[config.mk]
export PLATFORM = sky130hd
export DESIGN_NAME = conditional_block_nesting_tracker
export DESIGN_NICKNAME = d
export VERILOG_FILES = /design/src/rtl/cbnt_pkg.sv /design/src/rtl/cbnt_front.sv /design/src/rtl/cbnt_back.sv /design/src/rtl/conditional_block_nesting_tracker.sv
export SDC_FILE = /design/constraint.sdc
export NUM_CORES = 1
export LEC_CHECK = 0
export BUFFER_PORTS_ARGS = -buffer_cell sky130_fd_sc_hd__buf_2
export CORE_ASPECT_RATIO = 1.1
export CORE_MARGIN = 5
export CORE_UTILIZATION = 52
export DETAILED_ROUTE_END_ITERATION = 8
export GPL_TIMING_DRIVEN = 1
export HOLD_SLACK_MARGIN = 0.12
export MAX_ROUTING_LAYER = met4
export PLACE_DENSITY = 0.71
export SLEW_MARGIN = 40
export SYNTH_ARGS = -nofsm -noshare
export SYNTH_HDL_FRONTEND = slang
export SYNTH_SLANG_ARGS = --single-unit
[constraint.sdc]
create_clock -name i_clk -period 4.09 [get_ports i_clk]
set_input_delay 0.2045 -clock i_clk [delete_from_list [all_inputs] [get_ports i_clk]]
set_output_delay 0.2045 -clock i_clk [all_outputs]
set_load 0.05 [all_outputs]
[src/rtl/cbnt_pkg.sv]
`timescale 1ns / 1ps
// ============================================================================
// cbnt_pkg - shared types and constants for the conditional nesting tracker
// Directive codes, decoded command, result beat and sizing constants.
// ============================================================================
package cbnt_pkg;

    // Deepest nesting of open conditional levels
    localparam int MAX_DEPTH   = 20;
    localparam int DEPTH_W     = $clog2(MAX_DEPTH + 1);
    localparam int LVL_W       = (MAX_DEPTH > 1) ? $clog2(MAX_DEPTH) : 1;
    localparam int OPCODE_W    = 3;
    localparam int OUT_DEPTH_W = 6;
    localparam int SKIP_W      = 16;

    // Command queue between front and back
    localparam int CMDQ_DEPTH  = 4;
    localparam int CMDQ_PTR_W  = $clog2(CMDQ_DEPTH);
    localparam int CMDQ_CNT_W  = $clog2(CMDQ_DEPTH + 1);

    // Result queue at the output
    localparam int RESQ_DEPTH  = 2;
    localparam int RESQ_PTR_W  = $clog2(RESQ_DEPTH);
    localparam int RESQ_CNT_W  = $clog2(RESQ_DEPTH + 1);

    // Directive codes as they arrive on the input
    typedef enum logic [OPCODE_W-1:0] {
        OPC_IF     = 3'd0,
        OPC_ELSEIF = 3'd1,
        OPC_ELSE   = 3'd2,
        OPC_ENDIF  = 3'd3,
        OPC_EOM    = 3'd4
    } t_opcode;

    // Decoded command class; unused codes become a no-op
    typedef enum logic [2:0] {
        CMD_IF     = 3'd0,
        CMD_ELSEIF = 3'd1,
        CMD_ELSE   = 3'd2,
        CMD_ENDIF  = 3'd3,
        CMD_EOM    = 3'd4,
        CMD_NOP    = 3'd5
    } t_cmd_kind;

    typedef enum logic [2:0] {
        ERR_NONE       = 3'd0,
        ERR_TOO_DEEP   = 3'd1,
        ERR_ELSE_SEEN  = 3'd2,
        ERR_NO_BLOCK   = 3'd3,
        ERR_STILL_OPEN = 3'd4
    } t_err;

    typedef enum logic [1:0] {
        BLK_ACTIVE   = 2'd0,
        BLK_INACTIVE = 2'd1,
        BLK_DONE     = 2'd2
    } t_blk;

    typedef struct packed {
        t_cmd_kind kind;
        logic      cond_true;
        logic      cond_ok;
    } t_cmd;

    // Head of the command queue as seen by the back end
    typedef struct packed {
        logic valid;
        t_cmd cmd;
    } t_cmd_head;

    typedef struct packed {
        logic                   assembling;
        logic [OUT_DEPTH_W-1:0] depth;
        t_err                   err;
    } t_res;

endpackage

[src/rtl/cbnt_front.sv]
`timescale 1ns / 1ps
// ============================================================================
// cbnt_front - directive intake and decode
// Accepts directive beats, classifies the opcode and queues the command.
// ============================================================================
module cbnt_front (
    input  logic                              i_clk,
    input  logic                              i_rst_n,
    input  logic                              push,
    output logic                              full,
    input  logic [cbnt_pkg::OPCODE_W-1:0]     i_opcode,
    input  logic                              i_cond_true,
    input  logic                              i_cond_ok,
    output cbnt_pkg::t_cmd_head               o_head,
    input  logic                              i_take
);

    cbnt_pkg::t_cmd                        r_q [cbnt_pkg::CMDQ_DEPTH];
    logic [cbnt_pkg::CMDQ_PTR_W-1:0]       r_wr, n_wr;
    logic [cbnt_pkg::CMDQ_PTR_W-1:0]       r_rd, n_rd;
    logic [cbnt_pkg::CMDQ_CNT_W-1:0]       r_cnt, n_cnt;
    cbnt_pkg::t_cmd                        dec;
    logic                                  wr_en;
    logic                                  rd_en;

    assign full  = (r_cnt == cbnt_pkg::CMDQ_CNT_W'(cbnt_pkg::CMDQ_DEPTH));
    assign wr_en = push && !full;
    assign rd_en = i_take && (r_cnt != '0);

    always_comb begin
        dec.cond_true = i_cond_true;
        dec.cond_ok   = i_cond_ok;
        unique case (i_opcode)
            cbnt_pkg::OPC_IF:     dec.kind = cbnt_pkg::CMD_IF;
            cbnt_pkg::OPC_ELSEIF: dec.kind = cbnt_pkg::CMD_ELSEIF;
            cbnt_pkg::OPC_ELSE:   dec.kind = cbnt_pkg::CMD_ELSE;
            cbnt_pkg::OPC_ENDIF:  dec.kind = cbnt_pkg::CMD_ENDIF;
            cbnt_pkg::OPC_EOM:    dec.kind = cbnt_pkg::CMD_EOM;
            default:              dec.kind = cbnt_pkg::CMD_NOP;
        endcase
    end

    always_comb begin
        n_wr  = r_wr;
        n_rd  = r_rd;
        n_cnt = r_cnt;
        if (wr_en) begin
            n_wr = (r_wr == cbnt_pkg::CMDQ_PTR_W'(cbnt_pkg::CMDQ_DEPTH - 1)) ? '0
                                                                          : r_wr + 1'b1;
        end
        if (rd_en) begin
            n_rd = (r_rd == cbnt_pkg::CMDQ_PTR_W'(cbnt_pkg::CMDQ_DEPTH - 1)) ? '0
                                                                          : r_rd + 1'b1;
        end
        if (wr_en && !rd_en) begin
            n_cnt = r_cnt + 1'b1;
        end else if (rd_en && !wr_en) begin
            n_cnt = r_cnt - 1'b1;
        end
    end

    always_ff @(posedge i_clk) begin
        if (!i_rst_n) begin
            r_wr  <= '0;
            r_rd  <= '0;
            r_cnt <= '0;
        end else begin
            r_wr  <= n_wr;
            r_rd  <= n_rd;
            r_cnt <= n_cnt;
        end
    end

    always_ff @(posedge i_clk) begin
        if (wr_en) begin
            r_q[r_wr] <= dec;
        end
    end

    assign o_head.valid = (r_cnt != '0);
    assign o_head.cmd   = r_q[r_rd];

endmodule

[src/rtl/cbnt_back.sv]
`timescale 1ns / 1ps
// ============================================================================
// cbnt_back - nesting state update and result queue
// Applies one command per cycle, while the result queue has room, to the block state and queues the result.
// ============================================================================
module cbnt_back (
    input  logic                              i_clk,
    input  logic                              i_rst_n,
    input  cbnt_pkg::t_cmd_head               i_head,
    output logic                              o_take,
    output logic                              empty,
    input  logic                              pop,
    output logic                              o_assembling,
    output logic [cbnt_pkg::OUT_DEPTH_W-1:0]  o_depth,
    output logic [2:0]                        o_error_code
);

    // Architectural state
    cbnt_pkg::t_blk                     r_blk, n_blk;
    logic [cbnt_pkg::DEPTH_W-1:0]       r_depth, n_depth;
    logic [cbnt_pkg::SKIP_W-1:0]        r_skip, n_skip;
    logic [cbnt_pkg::MAX_DEPTH-1:0]     r_marks;

    // Result queue
    cbnt_pkg::t_res                     r_rq [cbnt_pkg::RESQ_DEPTH];
    logic [cbnt_pkg::RESQ_PTR_W-1:0]    r_wr, n_wr;
    logic [cbnt_pkg::RESQ_PTR_W-1:0]    r_rd, n_rd;
    logic [cbnt_pkg::RESQ_CNT_W-1:0]    r_cnt, n_cnt;

    cbnt_pkg::t_err                     err;
    cbnt_pkg::t_res                     res;
    logic                               eval;
    logic                               mark_clr;
    logic                               mark_set;
    logic [cbnt_pkg::DEPTH_W-1:0]       depth_m1;
    logic [cbnt_pkg::LVL_W-1:0]         lvl_cur;
    logic [cbnt_pkg::LVL_W-1:0]         lvl_top;
    logic                               pop_en;
    logic                               room;

    assign pop_en = pop && !empty;
    assign empty  = (r_cnt == '0);
    // A slot frees up in the same cycle the head is popped
    assign room   = (r_cnt != cbnt_pkg::RESQ_CNT_W'(cbnt_pkg::RESQ_DEPTH)) || pop_en;
    assign o_take = i_head.valid && room;

    assign depth_m1 = r_depth - 1'b1;
    assign lvl_cur  = r_depth[cbnt_pkg::LVL_W-1:0];
    assign lvl_top  = depth_m1[cbnt_pkg::LVL_W-1:0];

    always_comb begin
        n_blk    = r_blk;
        n_depth  = r_depth;
        n_skip   = r_skip;
        err      = cbnt_pkg::ERR_NONE;
        eval     = 1'b0;
        mark_clr = 1'b0;
        mark_set = 1'b0;
        unique case (i_head.cmd.kind)
            cbnt_pkg::CMD_IF: begin
                if (r_blk != cbnt_pkg::BLK_ACTIVE) begin
                    if (r_skip != '1) begin
                        n_skip = r_skip + 1'b1;
                    end
                end else begin
                    if (r_depth >= cbnt_pkg::DEPTH_W'(cbnt_pkg::MAX_DEPTH)) begin
                        err = cbnt_pkg::ERR_TOO_DEEP;
                    end else begin
                        mark_clr = 1'b1;
                        n_depth  = r_depth + 1'b1;
                    end
                    eval = 1'b1;
                end
            end
            cbnt_pkg::CMD_ELSEIF, cbnt_pkg::CMD_ELSE: begin
                if (r_depth == '0) begin
                    err  = cbnt_pkg::ERR_NO_BLOCK;
                    eval = (i_head.cmd.kind == cbnt_pkg::CMD_ELSEIF);
                end else if (r_skip != '0) begin
                    // inside skipped IFs: nothing moves
                    eval = 1'b0;
                end else if (r_marks[lvl_top]) begin
                    err  = cbnt_pkg::ERR_ELSE_SEEN;
                    eval = (i_head.cmd.kind == cbnt_pkg::CMD_ELSEIF);
                end else begin
                    n_blk    = (r_blk == cbnt_pkg::BLK_INACTIVE) ? cbnt_pkg::BLK_ACTIVE
                                                                 : cbnt_pkg::BLK_DONE;
                    mark_set = (i_head.cmd.kind == cbnt_pkg::CMD_ELSE);
                    eval     = (i_head.cmd.kind == cbnt_pkg::CMD_ELSEIF);
                end
            end
            cbnt_pkg::CMD_ENDIF: begin
                if (r_depth == '0) begin
                    err = cbnt_pkg::ERR_NO_BLOCK;
                end else if (r_skip != '0) begin
                    n_skip = r_skip - 1'b1;
                end else begin
                    n_depth = depth_m1;
                    n_blk   = cbnt_pkg::BLK_ACTIVE;
                end
            end
            cbnt_pkg::CMD_EOM: begin
                if (r_depth != '0) begin
                    err = cbnt_pkg::ERR_STILL_OPEN;
                end
            end
            default: begin
                err = cbnt_pkg::ERR_NONE;
            end
        endcase

        // condition evaluation follows the nesting update
        if (eval && i_head.cmd.cond_ok && (n_blk == cbnt_pkg::BLK_ACTIVE)) begin
            n_blk = i_head.cmd.cond_true ? cbnt_pkg::BLK_ACTIVE : cbnt_pkg::BLK_INACTIVE;
        end

        res.assembling = (n_blk == cbnt_pkg::BLK_ACTIVE);
        res.depth      = cbnt_pkg::OUT_DEPTH_W'(n_depth);
        res.err        = err;
    end

    always_comb begin
        n_wr  = r_wr;
        n_rd  = r_rd;
        n_cnt = r_cnt;
        if (o_take) begin
            n_wr = (r_wr == cbnt_pkg::RESQ_PTR_W'(cbnt_pkg::RESQ_DEPTH - 1)) ? '0
                                                                          : r_wr + 1'b1;
        end
        if (pop_en) begin
            n_rd = (r_rd == cbnt_pkg::RESQ_PTR_W'(cbnt_pkg::RESQ_DEPTH - 1)) ? '0
                                                                          : r_rd + 1'b1;
        end
        if (o_take && !pop_en) begin
            n_cnt = r_cnt + 1'b1;
        end else if (pop_en && !o_take) begin
            n_cnt = r_cnt - 1'b1;
        end
    end

    always_ff @(posedge i_clk) begin
        if (!i_rst_n) begin
            r_blk   <= cbnt_pkg::BLK_ACTIVE;
            r_depth <= '0;
            r_skip  <= '0;
            r_wr    <= '0;
            r_rd    <= '0;
            r_cnt   <= '0;
        end else begin
            if (o_take) begin
                r_blk   <= n_blk;
                r_depth <= n_depth;
                r_skip  <= n_skip;
            end
            r_wr  <= n_wr;
            r_rd  <= n_rd;
            r_cnt <= n_cnt;
        end
    end

    // else-seen marks: written by IF and ELSE only, no reset
    always_ff @(posedge i_clk) begin
        if (o_take && mark_clr) begin
            r_marks[lvl_cur] <= 1'b0;
        end
        if (o_take && mark_set) begin
            r_marks[lvl_top] <= 1'b1;
        end
    end

    always_ff @(posedge i_clk) begin
        if (o_take) begin
            r_rq[r_wr] <= res;
        end
    end

    assign o_assembling = r_rq[r_rd].assembling;
    assign o_depth      = r_rq[r_rd].depth;
    assign o_error_code = r_rq[r_rd].err;

endmodule

[src/rtl/conditional_block_nesting_tracker.sv]
`timescale 1ns / 1ps
// ============================================================================
// conditional_block_nesting_tracker - IF/ELSEIF/ELSE/ENDIF nesting tracker
// Tracks conditional-assembly nesting and reports assembling, depth, error.
// ============================================================================
//
//  channel   | handshake          | beat fields
//  ----------+--------------------+--------------------------------------------
//  directive | push / full        | i_opcode, i_cond_true, i_cond_ok
//  result    | empty / pop        | o_assembling, o_depth, o_error_code
//
//  One directive per clock while the result queue has room; one result
//  beat per directive. Each directive passes through the four-entry command
//  queue, then the state update into the two-entry result queue, before its
//  result reaches the head of the result queue.
//  Reset (synchronous, active low) empties both queues and puts the block
//  state to active, depth and skipped-IF count to zero. Else-seen marks
//  carry no reset; an IF clears the mark of each level it opens.
//  A stalled result side backs up the result queue, then the command queue,
//  then raises full; pop and push can stall independently.
//
module conditional_block_nesting_tracker (
    input  logic                              i_clk,
    input  logic                              i_rst_n,
    input  logic                              push,
    output logic                              full,
    input  logic [cbnt_pkg::OPCODE_W-1:0]     i_opcode,
    input  logic                              i_cond_true,
    input  logic                              i_cond_ok,
    output logic                              empty,
    input  logic                              pop,
    output logic                              o_assembling,
    output logic [cbnt_pkg::OUT_DEPTH_W-1:0]  o_depth,
    output logic [2:0]                        o_error_code
);

    // head of the command queue and the back end's take strobe
    cbnt_pkg::t_cmd_head head;
    logic                take;

    // front: decode opcode, queue commands
    cbnt_front u_front (
        .i_clk       (i_clk),
        .i_rst_n     (i_rst_n),
        .push        (push),
        .full        (full),
        .i_opcode    (i_opcode),
        .i_cond_true (i_cond_true),
        .i_cond_ok   (i_cond_ok),
        .o_head      (head),
        .i_take      (take)
    );

    // back: nesting state machine step and result queue
    cbnt_back u_back (
        .i_clk        (i_clk),
        .i_rst_n      (i_rst_n),
        .i_head       (head),
        .o_take       (take),
        .empty        (empty),
        .pop          (pop),
        .o_assembling (o_assembling),
        .o_depth      (o_depth),
        .o_error_code (o_error_code)
    );

endmodule

# Word-level counts from Yosys, hierarchy flattened
# Memory sizes are Yosys's and may differ from the RTL's. A register that Yosys moved wholly into a read port is not among the register bits.
# Cells that the tools add are included.
[classes] addsub=12 mul=0 n_div=0 n_lt_le_gt_ge=5 n_eq_ne=18 shift=0 n_mux=63 n_bitwise=3 reduce_logical=36
[ops] cell="two-way mux 16 bit" n=4
[ops] cell="two-way mux 20 bit" n=2
[ops] cell="case mux 16 bit (2 select lines)" n=1
[ops] cell="two-way mux 2 bit" n=15
[ops] cell="two-way mux 1 bit" n=23
[ops] cell="AND 20 bit" n=1
[ops] cell="two-way mux 5 bit" n=4
[ops] cell="NOT 20 bit" n=1
[ops] cell="bitwise OR 20 bit" n=1
[ops] cell="two-way mux 3 bit" n=6
[ops] cell="adder 16 x 1 -> 16 bit, second input constant" n=1
[ops] cell="inequality test 16 bit, second input constant" n=1
[ops] cell="nonzero test 16 bit" n=1
[ops] cell="subtractor 16 x 1 -> 16 bit, second input constant" n=1
[ops] cell="case mux 3 bit (5 select lines)" n=1
[ops] cell="logical AND 1 bit" n=14
[ops] cell="equality test 3 x 2 -> 1 bit, second input constant" n=4
[ops] cell="less-than comparator 5 x 6 -> 1 bit, second input constant" n=2
[ops] cell="case mux 3 bit (4 select lines)" n=1
[ops] cell="demux 1 bit (select 5 bit)" n=2
[ops] cell="greater-or-equal comparator 5 x 1 -> 1 bit, second input constant" n=2
[ops] cell="case mux 5 bit (2 select lines)" n=1
[ops] cell="equality test 3 bit, second input constant" n=3
[ops] cell="nonzero test 2 bit" n=4
[ops] cell="other kinds (25)" n=41
[word_totals] reg_bits=54 latch_bits=0 mem_bits_rw=38 romBits=0 inputBits=9 out_inout_bits=12 n_memories=2
[memory_table] name="u_front.r_q" words=4 width=5 rd=1 rd_clocked_by_memory_dff=1 write_ports=1 line_no="cbnt_front.sv:18" source="cbnt_pkg::t_cmd r_q [cbnt_pkg::CMDQ_DEPTH];"
[memory_table] name="u_back.r_rq" words=2 width=9 rd=1 rd_clocked_by_memory_dff=1 write_ports=1 line_no="cbnt_back.sv:25" source="cbnt_pkg::t_res r_rq [cbnt_pkg::RESQ_DEPTH];"

# Depth between registers and ports, before layout
# Gate-level depths: netlist of run 1.
[depth] word_depth=11 mapped_depth=14

# Cells and area by module
# Synthesis of run 1 repeated with hierarchy kept, for this count alone.
[hier_totals] hier_cells=535 hier_area_um2=5271.3
[modules_own_cells] mod="cbnt_back" n_inst=1 cells_per_inst=455 area_per_inst_um2=4052.6
[modules_own_cells] mod="cbnt_front" n_inst=1 cells_per_inst=80 area_per_inst_um2=1218.7

# Worst setup path before layout of run 1
# OpenSTA, ideal clock, no wires.
[synth_timing] path_kind="register -> register" from="register (tool-made name)" to="register u_back.r_skip[15] (netlist name)" setup_time_ns=0.082 arrival_time_ns=3.387 required_time_ns=4.008 slack_ns=0.621 path_stages_with_launch=14 synth_period_minus_slack_ns=3.469 cell_sequence="dfxtp_1 -> buf_4 -> mux4_2 -> or2_1 -> buf_2 -> inv_2 -> ha_1 -> a211oi_1 -> o21ai_0 -> a31oi_1 -> o21ai_0 -> mux2i_1 -> or4_1 -> o2111ai_1"
[synth_rtl] item="to (signal assigned)" line_no="cbnt_back.sv:153" source="r_skip <= n_skip;"
[synth_rtl] item="to (decl)" line_no="cbnt_back.sv:21" source="logic [cbnt_pkg::SKIP_W-1:0] r_skip, n_skip;"

==> results of run 1 <==
## cells by family (layout without fill, tap and decap cells)
group                    Yosys count  count (layout)  synth area share [%]
multiplexers                      28              28                  7.65
XOR/XNOR                          21              21                  3.57
AND/OR/NAND/NOR                  170             170                  17.3
buffers and inverters             40              58                  3.55
AO/OA/AOI/OAI                    139             139                  16.7
other                              1               1                0.0728
flip-flops                        95              95                  44.3
adder cells (fa/ha/maj)           27              27                  6.85
## state kept, by name (all words and copies together), names as in the netlist, 3 cells and up, named ones only
register and flops:
u_back.r_marks 20, u_back.lvl_cur 5, u_back.r_skip 16, u_front.r_q 20, u_back.r_rq 18, u_front.r_cnt 3
## stage by stage
stage | cells | hold WS (ps) | utilization, % | cell area [um^2]
3_3_place_gp | 640 | 426 | 54.3 | 5320
2_1_floorplan | 521 | 303 | - | 5150
3_5_place_dp | 640 | 431 | 54.3 | 5320
5_1_grt | 659 | 164 | 56.4 | 5520
6_report | 659 | 178 | 56.4 | 5520
4_1_cts | 659 | 163 | 56.4 | 5520
## metal layers
| metal | up-vias | GRT usage (%) | share of wire, % |
|---|---|---|---|
| li1 | 1949 | - | - |
| met1 | 1886 | 24.6 | 44 |
| met2 | 103 | 32.3 | 50 |
| met3 | 18 | 3.21 | 4.9 |
| met4 | 0 | 6.48 | 1.7 |
| met5 | - | - | 0 |
## area by class of cell
class / count / share of cell area, %
Sequential cell: 95 / 41.3
Multi-Input combinational cell: 386 / 48.8
Clock inverter: 6 / 0.816
Inverter: 14 / 0.952
Tap cell: 120 / 2.72
Timing Repair Buffer: 28 / 3.08
Clock buffer: 10 / 2.31
## cell usage after synthesis, drive strengths merged (2+ instances only)
cell type	number	area [um^2]
o21ai	59	295
dfxtp	57	1140
nor2	46	180
nand2	40	150
edfxtp	38	1140
a21oi	27	139
ha	25	313
clkbuf	15	56.3
nor3	15	85.1
xor2	15	131
inv	14	52.6
buf	11	73.8
mux2	11	124
nand3	11	65.1
mux2i	9	90.1
a21o	8	60.1
mux4	8	180
and2	7	43.8
and3	7	43.8
nor4	7	58.8
nor2b	6	37.5
o21a	6	45.0
o31ai	6	45.0
or3	6	42.5
xnor2	6	52.6
a211oi	5	42.5
a31oi	5	31.3
nand3b	5	37.5
nand4	5	31.3
nand2b	4	25.0
nor3b	4	30.0
a22oi	3	22.5
o21bai	3	22.5
fa	2	40.0
o211ai	2	20.0
o32ai	2	17.5
o41ai	2	17.5
or2	2	12.5
## critical path, delay by kind of cell (launching register included)
family                     cells  cell delay (ps)
AOI/OAI and AO/OA              5             1010
adders and majority gates      1              320
buffers and inverters          1              350
DFF                            1              520
muxes                          2              720
and+or+nand+nor                2              750
## power by group through the flow
stage,logic [mW],clock network (mW),registers [mW]
3_5_place_dp,1.97,0,1.44
4_1_cts,1.98,0.579,1.41
6_report,1.98,0.563,1.41
2_1_floorplan,1.64,0,1.35
3_3_place_gp,1.93,0,1.42
5_1_grt,2.18,0.619,1.44
## layout by cell type (no fill, tap or decap), types with 3 or more instances in the layout
cell type | synthesis | final
dlygate4sd3_1 | 0 | 3
mux2i_1 | 9 | 9
a31oi_1 | 5 | 5
clkinvlp_4 | 0 | 3
o21a_1 | 6 | 6
nor3b_1 | 4 | 4
clkbuf_8 | 0 | 9
mux2_2 | 11 | 11
o31ai_1 | 6 | 6
edfxtp_1 | 38 | 38
inv_1 | 12 | 12
dfxtp_1 | 57 | 57
o21ai_1 | 19 | 19
nor3_1 | 13 | 13
xor2_1 | 15 | 15
or3_1 | 5 | 5
ha_1 | 25 | 25
buf_4 | 3 | 6
and2_1 | 7 | 7
and3_1 | 7 | 7
xnor2_1 | 6 | 6
nand3_1 | 9 | 9
a22oi_1 | 3 | 3
o21ai_0 | 40 | 40
buf_2 | 5 | 19
a21o_1 | 8 | 8
nand3b_1 | 5 | 5
nand2_1 | 40 | 40
nor2_1 | 45 | 45
nor2b_1 | 6 | 6
nand4_1 | 5 | 5
nor4_1 | 6 | 6
o21bai_1 | 3 | 3
a21oi_1 | 26 | 26
a211oi_1 | 4 | 4
nand2b_1 | 4 | 4
mux4_2 | 8 | 8
## worst max-delay path by stage
stage	start	endpoint	depth (start not counted)
after CTS	register	u_back.r_skip[15]$_SDFFE_PN0P_	12
after global routing	register	u_back.r_skip[15]$_SDFFE_PN0P_	12
after detailed placement	register	u_back.r_skip[15]$_SDFFE_PN0P_	11
after global placement	register	u_back.r_skip[15]$_SDFFE_PN0P_	11
final	register	u_back.r_skip[15]$_SDFFE_PN0P_	11
after floorplan	register	u_back.r_skip[15]$_SDFFE_PN0P_	13
==> results_dict.tcl, run 1 <==
set metrics [dict create \
    die_height_um 114 \
    r2r_cells 11 \
    die_width_um 105 \
    p_sw_share_pct 45.7 \
    slew_violations 0 \
    r2r_slack_ps 330 \
    syn-num-nets 557 \
    syn_avg_cell_area_um2 9.88 \
    hold_path_depth 3 \
    slowest_delay_ps 550 \
    cts_setup_buffers 0 \
    p_int_mw 2.15 \
    area.sequential_um2 2280 \
    drt-total-wl_um 11100 \
    place_congestion 0.879 \
    first_global_vias 3850 \
    p_sw_mw 1.81 \
    power.leakage_nw 2.09 \
    num-nets-final 570 \
    seqPwrFrac_pct 35.7 \
    multiInputGateArea_um2 2690 \
    hold_buffers 3 \
    combPwrFrac_pct 50.1 \
    numCtsBuffers 9 \
    timing.critical_path.slowest_stage_cell "mux4_2" \
    yosysSeqAreaShare_pct 44.3 \
    fin_ws_ps 332 \
    arrival_ps 4030 \
    syn-cell-area_um2 5150 \
    hp-class "primary input to register" \
    htree_levels 3 \
    total_power_mw 3.96 \
    portBuffers 19 \
    cts_tree "done" \
    io_pins 21 \
    dieArea_um2 12000 \
    viasPerCell 6.00 \
    initial_core_util_pct 52.6 \
    wire_per_inst_um 16.8 \
    maxCapViolCount 0 \
    grt_util_all_layers_pct 19.5 \
    synth_edf_count 38 \
    status "complete, no violations" \
    dpl.hpwl_um 7890 \
    drc 0 \
    synth.distinct_cells 68 \
    p_per_area_nw_per_um2 717 \
    grt_setup_unrepaired "no" \
    clock_sinks 95 \
    hold_violations 0 \
    grt_overflow 0 \
    end_kind "register" \
    cp_cell_sequence "mux4_2 -> or2_1 -> inv_2 -> ha_1 -> a211oi_1 -> o21ai_0 -> a31oi_1 -> o21ai_0 -> mux2i_1 -> or4_1 -> o2111ai_1" \
    diodes 0 \
    final.min_clock_period_ps 3760 \
    grt_pass1_wl_um 18600 \
    core-area_um2 9790 \
    pwr-share-clk_pct 14.2 \
    fin_tns_setup_ps 0 \
    skew_ps 15.1 \
    insertion_delay_ps 360 \
    first_pass_iters 4 \
    clockBufferDepth 2 \
    synthFlopType "dfxtp_1" \
    hold_path_end "u_back.r_skip[12]$_SDFFE_PN0P_" \
    ir_drop_mv 0.490 \
    area_growth_pct 7.19 \
    crit_fanout 21 \
    ctsResizeCount 0 \
    tightest_slew_ps 771 \
    grt_max_degree 31 \
    post-place-ws_ps 344 \
    finalCritPeriodShare_pct 91.9 \
    num_vias 3956 \
    critPathKind "register to register" \
    drive_above_1_share_pct 13.7 \
    ys_warn_count 0 \
    postRouteAntennaNets 0 \
    initialDrtViolationCount 229 \
    rows 38 \
    cp-start-kind "register" \
    setup_viol 0 \
    required_ps 4360 \
    holdCritStartpoint "i_rst_n" \
    fillCellCount 855 \
    ys_ff_latch 95 \
    ys_async_sr_fraction_pct 0 \
    slew_headroom_pct 48.4 \
    cts-root-buf "clkbuf_8" \
    r2r_end "u_back.r_skip[15]$_SDFFE_PN0P_" \
    antenna_found_initial 0 \
    synthCells 521 \
    clk_pin_slew_ps 100 \
    cp_common_cell "o21ai_0" \
    fmax_ghz 0.266 \
]
Note: power is estimated with default switching activity, not from simulation.
==> run 2, diff against run 1 <==
--- a/config.mk
+++ b/config.mk
@@ -6,14 +6,16 @@
 export NUM_CORES = 1
 export LEC_CHECK = 0
 export BUFFER_PORTS_ARGS = -buffer_cell sky130_fd_sc_hd__buf_2
+export CELL_PAD_IN_SITES_DETAIL_PLACEMENT = 0
+export CELL_PAD_IN_SITES_GLOBAL_PLACEMENT = 1
 export CORE_ASPECT_RATIO = 1.1
 export CORE_MARGIN = 5
-export CORE_UTILIZATION = 52
+export CORE_UTILIZATION = 49
 export DETAILED_ROUTE_END_ITERATION = 8
 export GPL_TIMING_DRIVEN = 1
 export HOLD_SLACK_MARGIN = 0.12
 export MAX_ROUTING_LAYER = met4
-export PLACE_DENSITY = 0.71
+export PLACE_DENSITY = 0.82
 export SLEW_MARGIN = 40
 export SYNTH_ARGS = -nofsm -noshare
 export SYNTH_HDL_FRONTEND = slang
==> run 2 against run 1 <==
  * Design area up 2.9%
  * Combinational power about the same
  * Flip-flop and latch count unchanged
  * Non-clock buffer count down 1
  * Wire length grew 1.6%
  * Setup slack improved by 71 ps
  * Utilization shrank 1.5 points
  * Cell count up 3.3%
  * Count of clock-buffer cells in the layout stayed put
  * Power up 7.1%
  * Via count is 0.53% lower
  * Critical endpoint is now u_back.r_skip[14]$_SDFFE_PN0P_
==> results_dict.tcl, run 2 (synthesized netlist as in run 1, its figures left out) <==
set metrics [dict create \
    status "complete, no violations" \
    ir_drop_mv 0.393 \
    slew_violations 0 \
    final.min_clock_period_ps 3690 \
    top_regs "u_back.r_marks: 20 flops, u_front.r_q: 20 flops, u_back.r_rq: 18 flops" \
    drt-total-wl_um 11300 \
    fmax_ghz 0.271 \
    finalCritPeriodShare_pct 90.1 \
    num-nets-final 569 \
    io_pins 21 \
    first_global_vias 3830 \
    grt_max_degree 31 \
    insertion_delay_ps 340 \
    crit_fanout 14 \
    portBuffers 19 \
    drc 0 \
    hold_violations 0 \
    fillCellCount 926 \
    grt_setup_unrepaired "no" \
    num_vias 3935 \
    p_per_area_nw_per_um2 747 \
    diodes 0 \
    arrival_ps 3900 \
    htree_levels 3 \
    die_height_um 118 \
    critPathKind "register to register" \
    dpl.hpwl_um 8100 \
    core-area_um2 10300 \
    timing.critical_path.slowest_stage_cell "mux4_2" \
    initialDrtViolationCount 179 \
    clockBufferDepth 2 \
    skew_ps 8.26 \
    first_pass_iters 5 \
    required_ps 4310 \
    rows 39 \
    drive_above_1_share_pct 14.5 \
    final_area_um2 5680 \
    hp-class "primary input to register" \
    mostFrequentLayoutCells "dfxtp_1, nor2_1, nand2_1, o21ai_0, edfxtp_1" \
    area_growth_pct 10.3 \
    die_width_um 108 \
    dieArea_um2 12700 \
    cts_tree "done" \
    grt_overflow 0 \
    multiInputGateArea_um2 2700 \
    slowest_delay_ps 610 \
    tightest_slew_ps 762 \
    cp_cell_sequence "mux4_2 -> nand2_1 -> or2_1 -> inv_2 -> buf_4 -> fa_1 -> a21o_1 -> a21o_1 -> nand2_1 -> a21oi_1 -> o21ai_0 -> mux2i_1 -> a31oi_1" \
    cts_setup_buffers 0 \
    cp-start-kind "register" \
    grt_util_all_layers_pct 19.2 \
    place_congestion 0.866 \
    slew_headroom_pct 49.0 \
    wire_per_inst_um 16.5 \
    initial_core_util_pct 49.8 \
    end_kind "register" \
    cts-root-buf "clkbuf_16" \
    power.leakage_nw 2.15 \
    maxCapViolCount 0 \
    fin_tns_setup_ps 0 \
    layout_commonest_cell "dfxtp_1" \
    numCtsBuffers 9 \
    area.sequential_um2 2280 \
    postRouteAntennaNets 0 \
    place_area_um2 5340 \
    antenna_found_initial 0 \
    clock_sinks 95 \
    grt_pass1_wl_um 19000 \
    viasPerCell 5.78 \
    setup_viol 0 \
    clk_pin_slew_ps 70 \
]
run 2: metal layers:
metal	GRT usage, %	wire length, um
met3	4.22	444
met5	-	0
met2	30.9	5670
met1	24.4	5020
met4	5.45	114
run 2: path summary, 6_finish.rpt:
check | startpoint | cells past startpoint | slack (ps) | to
setup / recovery | register | 13 | 400 | u_back.r_skip[14]$_SDFFE_PN0P_
hold / removal | i_rst_n | 3 | 210 | u_back.r_skip[12]$_SDFFE_PN0P_
setup reg to reg | register | 13 | 400 | u_back.r_skip[14]$_SDFFE_PN0P_
hold reg to reg | u_back.r_marks[0]$_DFF_P_ | 2 | 450 | u_back.r_marks[0]$_DFF_P_
run 2: layout make-up:
cell class / instances / area share (%)
clock inverters: 6 / 1.01
clock buffers: 10 / 4.21
inverters: 14 / 0.926
well taps: 143 / 3.15
repair buffers: 27 / 2.86
multi-input cells: 386 / 47.6
flip-flops and latches: 95 / 40.2
run 2: metrics by stage:
stage	utilization, %	hold slack, ps	cells	worst slack, ps	total power, mW
6_report	54.9	214	681	404	4.24
2_1_floorplan	-	303	521	621	3.00
4_1_cts	54.8	199	681	237	4.25
3_3_place_gp	51.6	424	662	443	3.38
3_5_place_dp	51.6	431	662	284	3.41
5_1_grt	54.9	212	681	105	4.54
run 2: critical path, delay by kind of cell (launching register included):
| family | cells | cell delay [ps] |
|---|---|---|
| mux | 2 | 860 |
| flops | 1 | 430 |
| buf+inv | 2 | 360 |
| simple gates | 3 | 430 |
| fa+ha+maj | 1 | 410 |
| compound gates | 5 | 1040 |
run 2: report_power, final:
group	total [mW]	internal (mW)	switching [mW]
Clock	0.837	0.445	0.393
Sequential	1.42	1.24	0.177
Combinational	1.99	0.695	1.29
run 2: what timing repair did:
item / in CTS / in global routing
hold buffers: 3 / 0
endpoints found under the hold margin: 12 / 0
endpoints found under the setup margin: 0 / 3
resized for setup: 0 / 3
